`config.mk`:
```
export PLATFORM = sky130hd
export DESIGN_NAME = pmbt_controller
export DESIGN_NICKNAME = d
export VERILOG_FILES = /design/src/hdl/pmbt_pkg.sv /design/src/hdl/pmbt_controller.sv
export SDC_FILE = /design/constraint.sdc
export NUM_CORES = 1
export LEC_CHECK = 0
export BUFFER_PORTS_ARGS = -buffer_cell sky130_fd_sc_hd__buf_2
export CAP_MARGIN = 20
export CORE_MARGIN = 2
export CORE_UTILIZATION = 45
export CTS_CLUSTER_DIAMETER = 80
export DETAILED_ROUTE_END_ITERATION = 7
export MAX_ROUTING_LAYER = met4
export SLEW_MARGIN = 20
export SYNTH_ARGS = -nofsm -noshare
export SYNTH_HDL_FRONTEND = slang
export SYNTH_SLANG_ARGS = --single-unit
```
`constraint.sdc`:
```
create_clock -name clk -period 6.55 [get_ports clk]
set_clock_uncertainty 0.1 [all_clocks]
set_input_delay 0.655 -clock clk [delete_from_list [all_inputs] [get_ports clk]]
set_output_delay 0.655 -clock clk [all_outputs]
set_load 0.1 [all_outputs]
```
`src/hdl/pmbt_pkg.sv`:
```
// ---------------------------------------------------------------------------
// pmbt_pkg
// Shared types, field widths and codes of the prism modal backward transform.
// ---------------------------------------------------------------------------
package pmbt_pkg;

	localparam int CMD_W    = 3;
	localparam int SLOT_W   = 12;
	localparam int SAMPLE_W = 32;
	localparam int ACC_W    = 48;
	localparam int CFG_W    = 5;
	localparam int CFG_IDX_W = 3;

	localparam logic [CMD_W-1:0] CMD_LOAD_COEF = 3'd0;
	localparam logic [CMD_W-1:0] CMD_LOAD_X    = 3'd1;
	localparam logic [CMD_W-1:0] CMD_LOAD_Y    = 3'd2;
	localparam logic [CMD_W-1:0] CMD_LOAD_Z    = 3'd3;
	localparam logic [CMD_W-1:0] CMD_COMPUTE   = 3'd4;
	localparam logic [CMD_W-1:0] CMD_READ      = 3'd5;

	localparam logic [CFG_IDX_W-1:0] CFG_MODES_A  = 3'd0;
	localparam logic [CFG_IDX_W-1:0] CFG_MODES_B  = 3'd1;
	localparam logic [CFG_IDX_W-1:0] CFG_MODES_C  = 3'd2;
	localparam logic [CFG_IDX_W-1:0] CFG_POINTS_X = 3'd3;
	localparam logic [CFG_IDX_W-1:0] CFG_POINTS_Y = 3'd4;
	localparam logic [CFG_IDX_W-1:0] CFG_POINTS_Z = 3'd5;

	localparam logic [CFG_W-1:0] MODES_RESET  = 5'd4;
	localparam logic [CFG_W-1:0] POINTS_RESET = 5'd5;

	localparam logic [1:0] PH_Z = 2'd0;
	localparam logic [1:0] PH_Y = 2'd1;
	localparam logic [1:0] PH_X = 2'd2;

	localparam logic signed [ACC_W-1:0] ACC_MAX = {1'b0, {(ACC_W-1){1'b1}}};
	localparam logic signed [ACC_W-1:0] ACC_MIN = {1'b1, {(ACC_W-1){1'b0}}};

	typedef struct packed {
		logic       valid;
		logic [1:0] phase;
		logic       first;
		logic       last;
		logic       empty;
	} step_ctl_t;

endpackage

```
`src/hdl/pmbt_controller.sv`:
```
// ---------------------------------------------------------------------------
// pmbt_controller
// Configuration registers and the loop sequencer that walks z, y and x
// contractions, one multiply-accumulate step per cycle between drains.
// ---------------------------------------------------------------------------
module pmbt_controller #(
	parameter int MAX_MODES  = 16,
	parameter int MAX_POINTS = 16,
	parameter int COEF_AW    = 12,
	parameter int XB_AW      = 8,
	parameter int ZB_AW      = 12,
	parameter int ZPS_AW     = 8,
	parameter int YZ_AW      = 4,
	parameter int PT_AW      = 12,
	parameter int DEST_W     = 12
) (
	input  logic                                clk,
	input  logic                                arst_n,
	input  logic                                cfg_we,
	input  logic [pmbt_pkg::CFG_IDX_W-1:0]      cfg_index,
	input  logic [pmbt_pkg::CFG_W-1:0]          cfg_data,
	input  logic                                start,
	output logic                                idle,
	output pmbt_pkg::step_ctl_t                 step,
	output logic [COEF_AW-1:0]                  coef_addr,
	output logic [ZB_AW-1:0]                    zb_addr,
	output logic [ZPS_AW-1:0]                   zps_addr,
	output logic [XB_AW-1:0]                    yb_addr,
	output logic [YZ_AW-1:0]                    yz_addr,
	output logic [XB_AW-1:0]                    xb_addr,
	output logic [DEST_W-1:0]                   dest
);
	localparam int NW = $clog2(MAX_MODES + 1);
	localparam int QW = $clog2(MAX_POINTS + 1);
	localparam int CW = pmbt_pkg::CFG_W;

	localparam logic [2:0] ST_IDLE = 3'd0;
	localparam logic [2:0] ST_Z    = 3'd1;
	localparam logic [2:0] ST_ZD   = 3'd2;
	localparam logic [2:0] ST_Y    = 3'd3;
	localparam logic [2:0] ST_YD   = 3'd4;
	localparam logic [2:0] ST_X    = 3'd5;
	localparam logic [2:0] ST_XD   = 3'd6;

	logic [CW-1:0] modes_a_q, modes_b_q, modes_c_q;
	logic [CW-1:0] points_x_q, points_y_q, points_z_q;

	always_ff @(posedge clk or negedge arst_n) begin
		if (!arst_n) begin
			modes_a_q  <= pmbt_pkg::MODES_RESET;
			modes_b_q  <= pmbt_pkg::MODES_RESET;
			modes_c_q  <= pmbt_pkg::MODES_RESET;
			points_x_q <= pmbt_pkg::POINTS_RESET;
			points_y_q <= pmbt_pkg::POINTS_RESET;
			points_z_q <= pmbt_pkg::POINTS_RESET;
		end else if (cfg_we) begin
			unique case (cfg_index)
				pmbt_pkg::CFG_MODES_A:  modes_a_q  <= cfg_data;
				pmbt_pkg::CFG_MODES_B:  modes_b_q  <= cfg_data;
				pmbt_pkg::CFG_MODES_C:  modes_c_q  <= cfg_data;
				pmbt_pkg::CFG_POINTS_X: points_x_q <= cfg_data;
				pmbt_pkg::CFG_POINTS_Y: points_y_q <= cfg_data;
				pmbt_pkg::CFG_POINTS_Z: points_z_q <= cfg_data;
				default: ;
			endcase
		end
	end

	// effective counts: zero acts as one, large values clip to the maximum
	logic [NW-1:0] na, nb, nc;
	logic [QW-1:0] qx, qy, qz;

	always_comb begin
		na = (modes_a_q == '0) ? NW'(1) : ((modes_a_q > MAX_MODES) ? NW'(MAX_MODES) : NW'(modes_a_q));
		nb = (modes_b_q == '0) ? NW'(1) : ((modes_b_q > MAX_MODES) ? NW'(MAX_MODES) : NW'(modes_b_q));
		nc = (modes_c_q == '0) ? NW'(1) : ((modes_c_q > MAX_MODES) ? NW'(MAX_MODES) : NW'(modes_c_q));
		qx = (points_x_q == '0) ? QW'(1) : ((points_x_q > MAX_POINTS) ? QW'(MAX_POINTS) : QW'(points_x_q));
		qy = (points_y_q == '0) ? QW'(1) : ((points_y_q > MAX_POINTS) ? QW'(MAX_POINTS) : QW'(points_y_q));
		qz = (points_z_q == '0) ? QW'(1) : ((points_z_q > MAX_POINTS) ? QW'(MAX_POINTS) : QW'(points_z_q));
	end

	logic [2:0]         state_q;
	logic [1:0]         drn_q;
	logic [NW-1:0]      p_q, q_q, r_q;
	logic [QW-1:0]      i_q, j_q, k_q;
	logic [COEF_AW-1:0] m_q;
	logic [ZB_AW-1:0]   zaddr_q, zbase_q;
	logic [ZPS_AW-1:0]  zs_q, ys_q;
	logic [XB_AW-1:0]   yaddr_q, xaddr_q;
	logic [PT_AW-1:0]   pt_q;
	logic [NW-1:0]      rn;
	logic               empty;
	logic               drained;

	assign rn      = (p_q < nc) ? NW'(nc - p_q) : '0;
	assign empty   = (rn == '0);
	assign drained = (drn_q == 2'd2);
	assign idle    = (state_q == ST_IDLE);

	always_ff @(posedge clk or negedge arst_n) begin
		if (!arst_n) begin
			state_q <= ST_IDLE;
			drn_q   <= '0;
			p_q     <= '0;
			q_q     <= '0;
			r_q     <= '0;
			i_q     <= '0;
			j_q     <= '0;
			k_q     <= '0;
			m_q     <= '0;
			zaddr_q <= '0;
			zbase_q <= '0;
			zs_q    <= '0;
			ys_q    <= '0;
			yaddr_q <= '0;
			xaddr_q <= '0;
			pt_q    <= '0;
		end else begin
			unique case (state_q)
				ST_IDLE: begin
					if (start) begin
						state_q <= ST_Z;
						k_q     <= '0;
						j_q     <= '0;
						pt_q    <= '0;
						p_q     <= '0;
						q_q     <= '0;
						r_q     <= '0;
						m_q     <= '0;
						zs_q    <= '0;
						zbase_q <= '0;
						zaddr_q <= '0;
					end
				end
				ST_Z: begin
					if (!empty && (r_q + 1'b1) != rn) begin
						r_q     <= r_q + 1'b1;
						m_q     <= m_q + 1'b1;
						zaddr_q <= zaddr_q + ZB_AW'(qz);
					end else begin
						r_q  <= '0;
						zs_q <= zs_q + 1'b1;
						if (!empty) begin
							m_q <= m_q + 1'b1;
						end
						if ((q_q + 1'b1) != nb) begin
							q_q     <= q_q + 1'b1;
							zaddr_q <= zbase_q;
						end else begin
							q_q <= '0;
							if (!empty) begin
								zbase_q <= zaddr_q + ZB_AW'(qz);
								zaddr_q <= zaddr_q + ZB_AW'(qz);
							end else begin
								zaddr_q <= zbase_q;
							end
							if ((p_q + 1'b1) != na) begin
								p_q <= p_q + 1'b1;
							end else begin
								p_q     <= '0;
								drn_q   <= '0;
								state_q <= ST_ZD;
							end
						end
					end
				end
				ST_ZD: begin
					drn_q <= drn_q + 1'b1;
					if (drained) begin
						state_q <= ST_Y;
						p_q     <= '0;
						q_q     <= '0;
						ys_q    <= '0;
						yaddr_q <= XB_AW'(j_q);
					end
				end
				ST_Y: begin
					ys_q <= ys_q + 1'b1;
					if ((q_q + 1'b1) != nb) begin
						q_q     <= q_q + 1'b1;
						yaddr_q <= yaddr_q + XB_AW'(qy);
					end else begin
						q_q     <= '0;
						yaddr_q <= XB_AW'(j_q);
						if ((p_q + 1'b1) != na) begin
							p_q <= p_q + 1'b1;
						end else begin
							p_q     <= '0;
							drn_q   <= '0;
							state_q <= ST_YD;
						end
					end
				end
				ST_YD: begin
					drn_q <= drn_q + 1'b1;
					if (drained) begin
						state_q <= ST_X;
						p_q     <= '0;
						i_q     <= '0;
						xaddr_q <= '0;
					end
				end
				ST_X: begin
					if ((p_q + 1'b1) != na) begin
						p_q     <= p_q + 1'b1;
						xaddr_q <= xaddr_q + XB_AW'(qx);
					end else begin
						p_q  <= '0;
						pt_q <= pt_q + 1'b1;
						if ((i_q + 1'b1) != qx) begin
							i_q     <= i_q + 1'b1;
							xaddr_q <= XB_AW'(i_q) + 1'b1;
						end else begin
							i_q     <= '0;
							drn_q   <= '0;
							state_q <= ST_XD;
						end
					end
				end
				ST_XD: begin
					drn_q <= drn_q + 1'b1;
					if (drained) begin
						if ((j_q + 1'b1) != qy) begin
							j_q     <= j_q + 1'b1;
							state_q <= ST_Y;
							p_q     <= '0;
							q_q     <= '0;
							ys_q    <= '0;
							yaddr_q <= XB_AW'(j_q) + 1'b1;
						end else begin
							j_q <= '0;
							if ((k_q + 1'b1) != qz) begin
								k_q     <= k_q + 1'b1;
								state_q <= ST_Z;
								p_q     <= '0;
								q_q     <= '0;
								r_q     <= '0;
								m_q     <= '0;
								zs_q    <= '0;
								zbase_q <= ZB_AW'(k_q) + 1'b1;
								zaddr_q <= ZB_AW'(k_q) + 1'b1;
							end else begin
								state_q <= ST_IDLE;
							end
						end
					end
				end
				default: state_q <= ST_IDLE;
			endcase
		end
	end

	always_comb begin
		step       = '0;
		step.valid = (state_q == ST_Z) || (state_q == ST_Y) || (state_q == ST_X);
		dest       = '0;
		unique case (state_q)
			ST_Z: begin
				step.phase = pmbt_pkg::PH_Z;
				step.first = (r_q == '0);
				step.last  = empty || ((r_q + 1'b1) == rn);
				step.empty = empty;
				dest       = DEST_W'(zs_q);
			end
			ST_Y: begin
				step.phase = pmbt_pkg::PH_Y;
				step.first = (q_q == '0);
				step.last  = ((q_q + 1'b1) == nb);
				dest       = DEST_W'(p_q);
			end
			ST_X: begin
				step.phase = pmbt_pkg::PH_X;
				step.first = (p_q == '0);
				step.last  = ((p_q + 1'b1) == na);
				dest       = DEST_W'(pt_q);
			end
			default: ;
		endcase
	end

	assign coef_addr = m_q;
	assign zb_addr   = zaddr_q;
	assign zps_addr  = ys_q;
	assign yb_addr   = yaddr_q;
	assign yz_addr   = YZ_AW'(p_q);
	assign xb_addr   = xaddr_q;

	a_mode_range: assert property (@(posedge clk) disable iff (!arst_n)
		(state_q == ST_Z || state_q == ST_Y || state_q == ST_X) |-> (p_q < na && q_q < nb))
		else $error("mode counter outside configured range");
	a_point_range: assert property (@(posedge clk) disable iff (!arst_n)
		(state_q == ST_X) |-> (i_q < qx && j_q < qy && k_q < qz))
		else $error("point counter outside configured range");
	a_drain_done: assert property (@(posedge clk) disable iff (!arst_n)
		(state_q == ST_XD && drained && (j_q + 1'b1) == qy && (k_q + 1'b1) == qz)
		|=> (state_q == ST_IDLE))
		else $error("compute did not return to idle after last point");
	a_z_first: assert property (@(posedge clk) disable iff (!arst_n)
		$rose(state_q == ST_Z) |-> (p_q == '0 && q_q == '0 && r_q == '0 && m_q == '0))
		else $error("z contraction did not start at the first coefficient");

endmodule

```
After elaboration in Yosys (flattened, before gate mapping)

Index checks and enable logic that the tools add are counted.

Register bits after elaboration: 145
Word-level logic and storage cells: 230

$add $sub $neg: 18
Magnitude comparators: 7
Equality and inequality tests: 39
Multiplexer cells: 98
Reduce and logical (&&, ||, !) cells: 46

Operator list:

| cell                                                 | count |
|---|---|
| two-way mux 12 bit                                   | 14 |
| two-way mux 5 bit                                    | 33 |
| one-hot mux 12 bit (3 select lines)                  | 4 |
| two-way mux 8 bit                                    | 14 |
| one-hot mux 8 bit (3 select lines)                   | 3 |
| zero test 5 bit                                      | 10 |
| two-way mux 3 bit                                    | 11 |
| adder 5 x 1 -> 5 bit, second input constant          | 6 |
| greater-than comparator 5 bit, second input constant | 6 |
| inequality test 5 bit                                | 6 |
| one-hot mux 5 bit (2 select lines)                   | 3 |
| one-hot mux 5 bit (6 select lines)                   | 1 |
| inequality test 2 bit, second input constant         | 14 |
| one-hot mux 5 bit (5 select lines)                   | 1 |
| adder 12 x 1 -> 12 bit, second input constant        | 2 |
| one-hot mux 12 bit (2 select lines)                  | 1 |
| AND reduction 6 bit                                  | 4 |
| one-hot mux 3 bit (7 select lines)                   | 1 |
| adder 5 x 1 -> 6 bit, second input constant          | 3 |
| adder 8 x 1 -> 8 bit, second input constant          | 2 |
| adder 8 x 5 -> 8 bit                                 | 2 |
| one-hot mux 8 bit (2 select lines)                   | 1 |
| == test 3 bit, second input constant                 | 5 |
| == test 5 bit                                        | 3 |
| 30 further kinds                                     | 58 |

Longest topological paths before layout

Gate-level depths: netlist (run 1).

Depth in word-level cells: 10
Mapped depth: 15
Depth with buffers taken out: 14

Worst setup path after synthesis (run 1)

OpenSTA, ideal clock, no wires.

Path type: register to output
Start point: register modes_c_q[2]
End point: output port step[1] (netlist name)
Arrival: 3.701 ns
Required time: 5.795 ns
Path slack: 2.094 ns
Cell stages (with the launch flop): 14
Path buffers: 1
Path through: dfstp_2 > nor3_1 > o21bai_1 > ha_1 > inv_1 > fa_1 > and3_1 > o21a_1 > a2111oi_2 > xnor2_1 > nor4_4 > buf_2 > o21ai_1 > o211ai_1

RTL lines:

| what                   | RTL line              | text |
|---|---|---|
| from (decl)            | pmbt_controller.sv:45 | `logic [CW-1:0] modes_a_q, modes_b_q, modes_c_q;` |
| from (signal assigned) | pmbt_controller.sv:52 | `modes_c_q <= pmbt_pkg::MODES_RESET;` |
| from (signal assigned) | pmbt_controller.sv:60 | `pmbt_pkg::CFG_MODES_C: modes_c_q <= cfg_data;` |
| to (decl)              | pmbt_controller.sv:24 | `output pmbt_pkg::step_ctl_t step,` |

==> reports/qor.csv, run 1 <==
stage,metric,value,unit
drt,num_vias,7858,
yosys,synth_commonest_cells,"dfrtp_1 (136), nand2_1 (98), o21ai_0 (80), nor2_1 (73), a21oi_1 (52)",
clock_network,cts_tree,yes,
finish,area_growth,14.0,%
yosys,synth.avg_cell_area,9.15,sq um
clock_network,clk_path_buf_depth,2,
timing,holdWs,0.127,ns
critical_path,path_max_fanout,16,
yosys,synthesis.area,9270,sq um
yosys,ys_warn_count,0,
floorplan,num_io_pins,83,
outcome,status,"complete, no violations",
floorplan,rows,52,
clock_network,path_clk_slew,0.06,ns
critical_path,path_buf_inv,2,
floorplan,floorplan.die_area,21800,sq um
yosys,async_flop_share,100,%
clock_network,clk_latency,0.42,ns
drt,ant_nets,0,
power,powerDensity,470,nW/um^2
clock_network,cts_root_buf,clkbuf_16,
global_route,grt_overflow,0,
place,port-buffer-count,82,
floorplan,start_util,45.8,%
timing,fmax,0.192,GHz
clock_network,cts_made_buffers,17,
clock_network,post_cts_buffers,0,
timing,setup_viol,0,
finish,final_util,52.2,%
yosys,synth_most_common_cell,dfrtp_1,
critical_path,critPathRequiredTime,5.79,ns
yosys,yosys.area.top_type,dfrtp_1,
timing,maxSlewHeadroom,27.6,%
place,post_dp_cell_area,9920,sq um
power,p_leak,4.63,nW
timing,min_period,5.20,ns
critical_path,crit_path_end_kind,output port,
timing,rsz0062_at_grt,no,
yosys,yosys-top-cells-area,"dfrtp_1 (37%), ha_1 (4.6%), o21ai_0 (4.3%), mux2_2 (4.0%), nand2_1 (4.0%)",
finish,finalInstanceArea,10600,sq um
critical_path,path_cells,nor3_1 -> o21bai_1 -> ha_1 -> inv_1 -> fa_1 -> and3_1 -> o21a_1 -> a2111oi_2 -> xnor2_1 -> nor4_4 -> o21ai_1 -> o211ai_1 -> buf_2,
global_route,antenna_found_initial,0,
floorplan,die_w,148,um
clock_network,ctsHoldBuffers,0,
critical_path,worstPathArrival,4.45,ns
critical_path,critPathLaunchType,register,
critical_path,crit_type,register to output port,
flow_run,drv_cap,0,
critical_path,cp_slowest_cell,nor4_4,
drt,vias_per_cell,5.76,
global_route,grt_max_degree,77,
drt,dr.pass1.iters,5,
timing,final_max_slew_viol_count,0,
timing,tns,0,ns
critical_path,path_depth,13,
yosys,synthFlopType,dfrtp_1,
clock_network,cts_resized,0,
finish,n_antenna_cell,0,
yosys,synthCells,1013,
finish,drive_gt1_share,16.2,%
global_route,grt_pass1_wl,39200,um
drt,drtIter0Drc,441,
place,post-dp-hpwl,17000,um
yosys,synth_nets,1063,
yosys,ys_ff_latch,145,
global_route,grt_pass1_vias,7451,
yosys,synth.top_cell.area_share,36.7,%
clock_network,clock_sinks,145,
critical_path,cp_top_family,compound AO/OA/AOI/OAI gates,
drt,route.detailed.drc,0,
drt,wire_per_inst,17.4,um
floorplan,dieHeight,148,um
yosys,yosysUniqueCellTypes,76,
finish,nets,1132,
floorplan,coreArea,20200,sq um
clock_network,htreeDepth,4,
power,fin_total_pwr,0.00497,W
critical_path,rr_worst_depth,13,
global_route,grt.total_usage,23.2,%
yosys,synth_edf_count,0,
timing,min_period_over_period,79.4,%
power,irDropWorstVdd,325,uV
timing,worst_pin_slew,1.08,ns
critical_path,cpPeakStageDelay,0.74,ns
place,place_congestion,0.886,
timing,hold_viol,0,
worst_hold_path,hold_class,input pin to asynchronous set/reset pin,
drt,drt-total-wl,23700,um
yosys,seq_area_frac_synth,39.3,%
-- cells by family (layout without fill, tap and decap cells) --
| logic type | Yosys count | after routing | share of synthesized area, % |
|---|---|---|---|
| buffers and inverters | 73 | 155 | 3.20 |
| XOR/XNOR | 54 | 54 | 5.55 |
| AO/OA/AOI/OAI | 289 | 289 | 20.7 |
| AND/OR/NAND/NOR | 365 | 365 | 20.1 |
| adder cells (fa/ha/maj) | 38 | 38 | 5.45 |
| multiplexers | 49 | 49 | 5.74 |
| flip-flops | 145 | 145 | 39.3 |
-- per-stage QoR --
step           cells  worst slack, ns
6_report        1365             1.35
5_1_grt         1365             1.02
4_1_cts         1364             1.31
3_5_place_dp    1332             1.78
3_3_place_gp    1332             1.87
2_1_floorplan   1013             2.09
-- cells in the final DEF (no fill, tap or decap), types with 30 or more instances in the layout --
master and n:
a21oi_1 52, nand2_1 98, buf_2 81, nor2_1 73, mux2_2 33, dfrtp_1 136, ha_1 34, nand3_1 30
inv_1 31, xnor2_1 31, o21ai_0 80
-- area by class of cell --
type                    count  area, sq um
flip-flops and latches    145         3640
multi-input cells         795         5340
repair buffers             91          484
clock buffers              22          464
clock inverters            10          184
fillers                  1881         9660
inverters                  32          120
well taps                 270          338
-- final timing paths --
| kind | startpoint | to | slack, ns |
|---|---|---|---|
| worst min register to register | zbase_q[6] | zbase_q[6] | 0.38 |
| max in group asynchronous | arst_n | zbase_q[4] | 4.79 |
| min in group clk | zbase_q[6] | zbase_q[6] | 0.38 |
| worst max register to register | modes_c_q[2] | zs_q[7] | 2.27 |
| worst max-delay path | modes_c_q[2] | step[1] | 1.35 |
| worst min-delay path | arst_n | xb_addr[4] | 0.13 |
-- per-layer routing --
metal  wire length, um  vias to the layer above  GRT usage, %
li1                  -                     3872             -
met1             11700                     3799          31.8
met2             10900                      162          36.0
met3               795                       25          3.70
met4               354                        0          6.44
met5                 0                        -             -
-- power by group --
| group | switching, W | leakage, nW | total (W) | internal [W] |
|---|---|---|---|---|
| clock | 0.000386 | 0.310 | 0.00108 | 0.000696 |
| combinational | 0.00175 | 2.44 | 0.00250 | 0.000750 |
| sequential | 0.000284 | 1.88 | 0.00139 | 0.00110 |
-- registers in the layout (all words and copies together) (netlist names), 8 cells and up --
signal and count:
zb_addr 12, pt_q 12, coef_addr 12, zps_addr 8, zbase_q 12, zs_q 8
yb_addr 8, xb_addr 8
Note: power is estimated with default switching activity, not from simulation.
==> run 2: changes to the inputs <==
--- a/config.mk
+++ b/config.mk
@@ -5,6 +5,7 @@
 export SDC_FILE = /design/constraint.sdc
 export NUM_CORES = 1
 export LEC_CHECK = 0
+export ABC_AREA = 1
 export BUFFER_PORTS_ARGS = -buffer_cell sky130_fd_sc_hd__buf_2
 export CAP_MARGIN = 20
 export CORE_MARGIN = 2
==> constraint.sdc (replaced) <==
create_clock -name clk -period 4.9 [get_ports clk]
set_clock_uncertainty 0.1 [all_clocks]
set_input_delay 0.49 -clock clk [delete_from_list [all_inputs] [get_ports clk]]
set_output_delay 0.49 -clock clk [all_outputs]
set_load 0.1 [all_outputs]
==> run 2 against run 1 <==
Effect of this change: die area is 2.4% higher; count of clock-buffer cells in the layout decreased by 4; hold slack worse by 0.12 ns; combinational power is 44% higher; cell area rose by 2.4%; global-route usage up 1.1 points; non-clock buffer count down 2; total power is 36% higher; register-to-register slack got worse by 1.2 ns; highest routed layer unchanged.
==> reports/qor.csv, run 2 <==
stage,metric,value,unit
yosys,synth_edf_count,0,
power,p_leak,5.26,nW
critical_path,critPathLaunchType,register,
finish,nets,1427,
global_route,grt_pass1_wl,41700,um
power,irDropWorstVdd,303,uV
yosys,synth_most_common_cell,nand2_1,
critical_path,crit_path_end_kind,output port,
global_route,grt_pass1_vias,8164,
finish,drive_gt1_share,12.3,%
timing,min_period,4.51,ns
finish,final_common_cell,nand2_1,
timing,fmax,0.222,GHz
timing,worst_pin_slew,0.773,ns
yosys,synth.avg_cell_area,7.31,sq um
yosys,yosysUniqueCellTypes,48,
critical_path,r2r_slack,1.04,ns
power,powerDensity,623,nW/um^2
critical_path,rr_startpoint,modes_c_q[0],
clock_network,post_cts_buffers,0,
yosys,yosys.area.top_type,dfrtp_1,
drt,route.detailed.drc,0,
timing,hold_viol,0,
global_route,grt_max_degree,80,
drt,dr.pass1.iters,5,
flow_run,drv_cap,0,
clock_network,cts_made_buffers,17,
floorplan,dieHeight,149,um
finish,n_antenna_cell,0,
clock_network,cts_root_buf,clkbuf_16,
floorplan,start_util,45.5,%
timing,final_max_slew_viol_count,0,
global_route,grt.total_usage,24.4,%
finish,area_growth,13.9,%
critical_path,crit_type,register to output port,
yosys,ys_warn_count,0,
place,post_dp_cell_area,10100,sq um
floorplan,rows,53,
clock_network,clk_latency,0.43,ns
timing,setup_slack,0.387,ns
floorplan,floorplan.die_area,22300,sq um
floorplan,die_w,149,um
timing,setup_viol,0,
drt,vias_per_cell,5.12,
global_route,grt_overflow,0,
clock_network,clock_sinks,145,
yosys,synthCells,1299,
clock_network,htreeDepth,4,
global_route,antenna_found_initial,0,
clock_network,clk_path_buf_depth,2,
critical_path,path_max_fanout,8,
drt,drtIter0Drc,673,
drt,num_vias,8533,
worst_hold_path,hold_class,input pin to asynchronous set/reset pin,
clock_network,path_clk_slew,0.07,ns
yosys,async_flop_share,100,%
place,port-buffer-count,82,
floorplan,coreArea,20900,sq um
place,dp_slack,0.674,ns
critical_path,rr_worst_depth,17,
timing,min_period_over_period,92.1,%
finish,finalInstanceArea,10800,sq um
yosys,synthesis.area,9500,sq um
yosys,yosys-top-cells-area,"dfrtp_1 (36%), nand2_1 (14%), inv_1 (6.4%), xor2_1 (5.8%), nand3_1 (5.5%)",
yosys,synth_nets,1349,
floorplan,num_io_pins,83,
yosys,seq_area_frac_synth,38.3,%
place,place_congestion,0.902,
timing,holdWs,0.00951,ns
drt,drt-total-wl,25000,um
place,post-dp-hpwl,18700,um
critical_path,worstReg2RegEnd,zbase_q[8],
drt,wire_per_inst,15.0,um
finish,final_cell_mix,"nand2_1 (345), inv_1 (163), dfrtp_1 (136)",
drt,ant_nets,0,
timing,rsz0062_at_grt,no,
yosys,synth_commonest_cells,"nand2_1 (345), inv_1 (163), dfrtp_1 (136), nor2_1 (121), nand3_1 (104)",
critical_path,worstPathArrival,3.92,ns
clock_network,cts_tree,yes,
outcome,status,"complete, no violations",
yosys,ys_ff_latch,145,
critical_path,critPathRequiredTime,4.31,ns
yosys,synthFlopType,dfrtp_1,
finish,filler_cell_count,2067,
timing,maxSlewHeadroom,48.5,%
yosys,synth.top_cell.area_share,35.8,%
## run 2: changes by cell type after synthesis, moves of 17 or more
cell and delta:
nand2_1 +247, clkbuf_1 -17, xnor2_1 -20, nor2b_1 -21, nand3_1 +74, inv_1 +132
xor2_1 +43, mux2_2 -33, o21ai_1 +18, nor2_1 +48
## run 2: critical path, stage by stage, from the launching register on
cell and delay [ns]:
dfrtp_1 0.40, nor4_1 0.36, nor2_1 0.12, nor2_1 0.22, ha_1 0.28, nand2_1 0.12, inv_1 0.07, nand3_1 0.09
nand3_2 0.13, nand2_1 0.09, nand2_1 0.05, nand2_1 0.06, inv_1 0.03, nor2_1 0.12, nand3_2 0.20, nand2_2 0.21
inv_2 0.09, nor2_1 0.24, inv_1 0.13, o211ai_1 0.21, buf_6 0.29
## run 2: stage by stage
| stage | instances | util (%) | setup TNS [ns] | total power [W] |
|---|---|---|---|---|
| final | 1665 | 51.8 | 0 | 0.00674 |
| after global routing | 1665 | 51.8 | 0 | 0.00723 |
| after CTS | 1665 | 51.8 | 0 | 0.00676 |
| after detailed placement | 1633 | 48.6 | 0 | 0.00525 |
| after global placement | 1633 | 48.6 | 0 | 0.00522 |
| after floorplan | 1299 | - | -0.404 | 0.00453 |
## run 2: cell families after synthesis
logic type | after synthesis | share of synthesized area [%]
flip-flops | 145 | 38.3
AND/OR/NAND/NOR | 639 | 29.1
buffers and inverters | 204 | 8.62
AO/OA/AOI/OAI | 199 | 11.9
XOR/XNOR | 74 | 6.82
adder cells (fa/ha/maj) | 38 | 5.32
## run 2: where the power goes
| group | total, W | leakage, nW | internal (W) | switching (W) |
|---|---|---|---|---|
| Sequential | 0.00165 | 1.93 | 0.00143 | 0.000221 |
| Clock | 0.00149 | 0.312 | 0.000954 | 0.000532 |
| Combinational | 0.00360 | 3.02 | 0.000821 | 0.00278 |
| Total | 0.00674 | 5.26 | 0.00321 | 0.00353 |
## run 2: what timing repair did
item / 4_1_cts / 5_1_grt
hold buffers: 0 / 0
endpoints found under the setup margin: 0 / 1
resized for setup: 0 / 3
hold endpoints to repair: 0 / 0
## run 2: worst max-delay path by stage
stage                      start  endpoint  slack [ns]  cells after the start
floorplan             state_q[2]   dest[3]       -0.20                      5
global placement    modes_c_q[2]   step[1]        0.76                     17
detailed placement  modes_c_q[0]   step[1]        0.67                     20
CTS                 modes_c_q[0]   step[1]        0.22                     20
global route        modes_c_q[0]   step[1]        0.01                     20
finish              modes_c_q[0]   step[1]        0.39                     20
## run 2: routing by layer
metal	up-vias	wire length (um)	global-route usage [%]
li1	4365	-	-
met1	3997	12000	33.1
met2	150	11800	38.8
met3	21	888	3.09
met4	0	307	6.24
met5	-	0	-
## run 2: area by class of cell
type                            count  area, sq um  area share, %
Multi-Input combinational cell    950         5040           46.6
Clock buffer                       18          429           3.97
Sequential cell                   145         3640           33.6
Timing Repair Buffer               89          475           4.39
Inverter                          174          653           6.04
Clock inverter                     14          238           2.20
Tap cell                          275          344           3.18
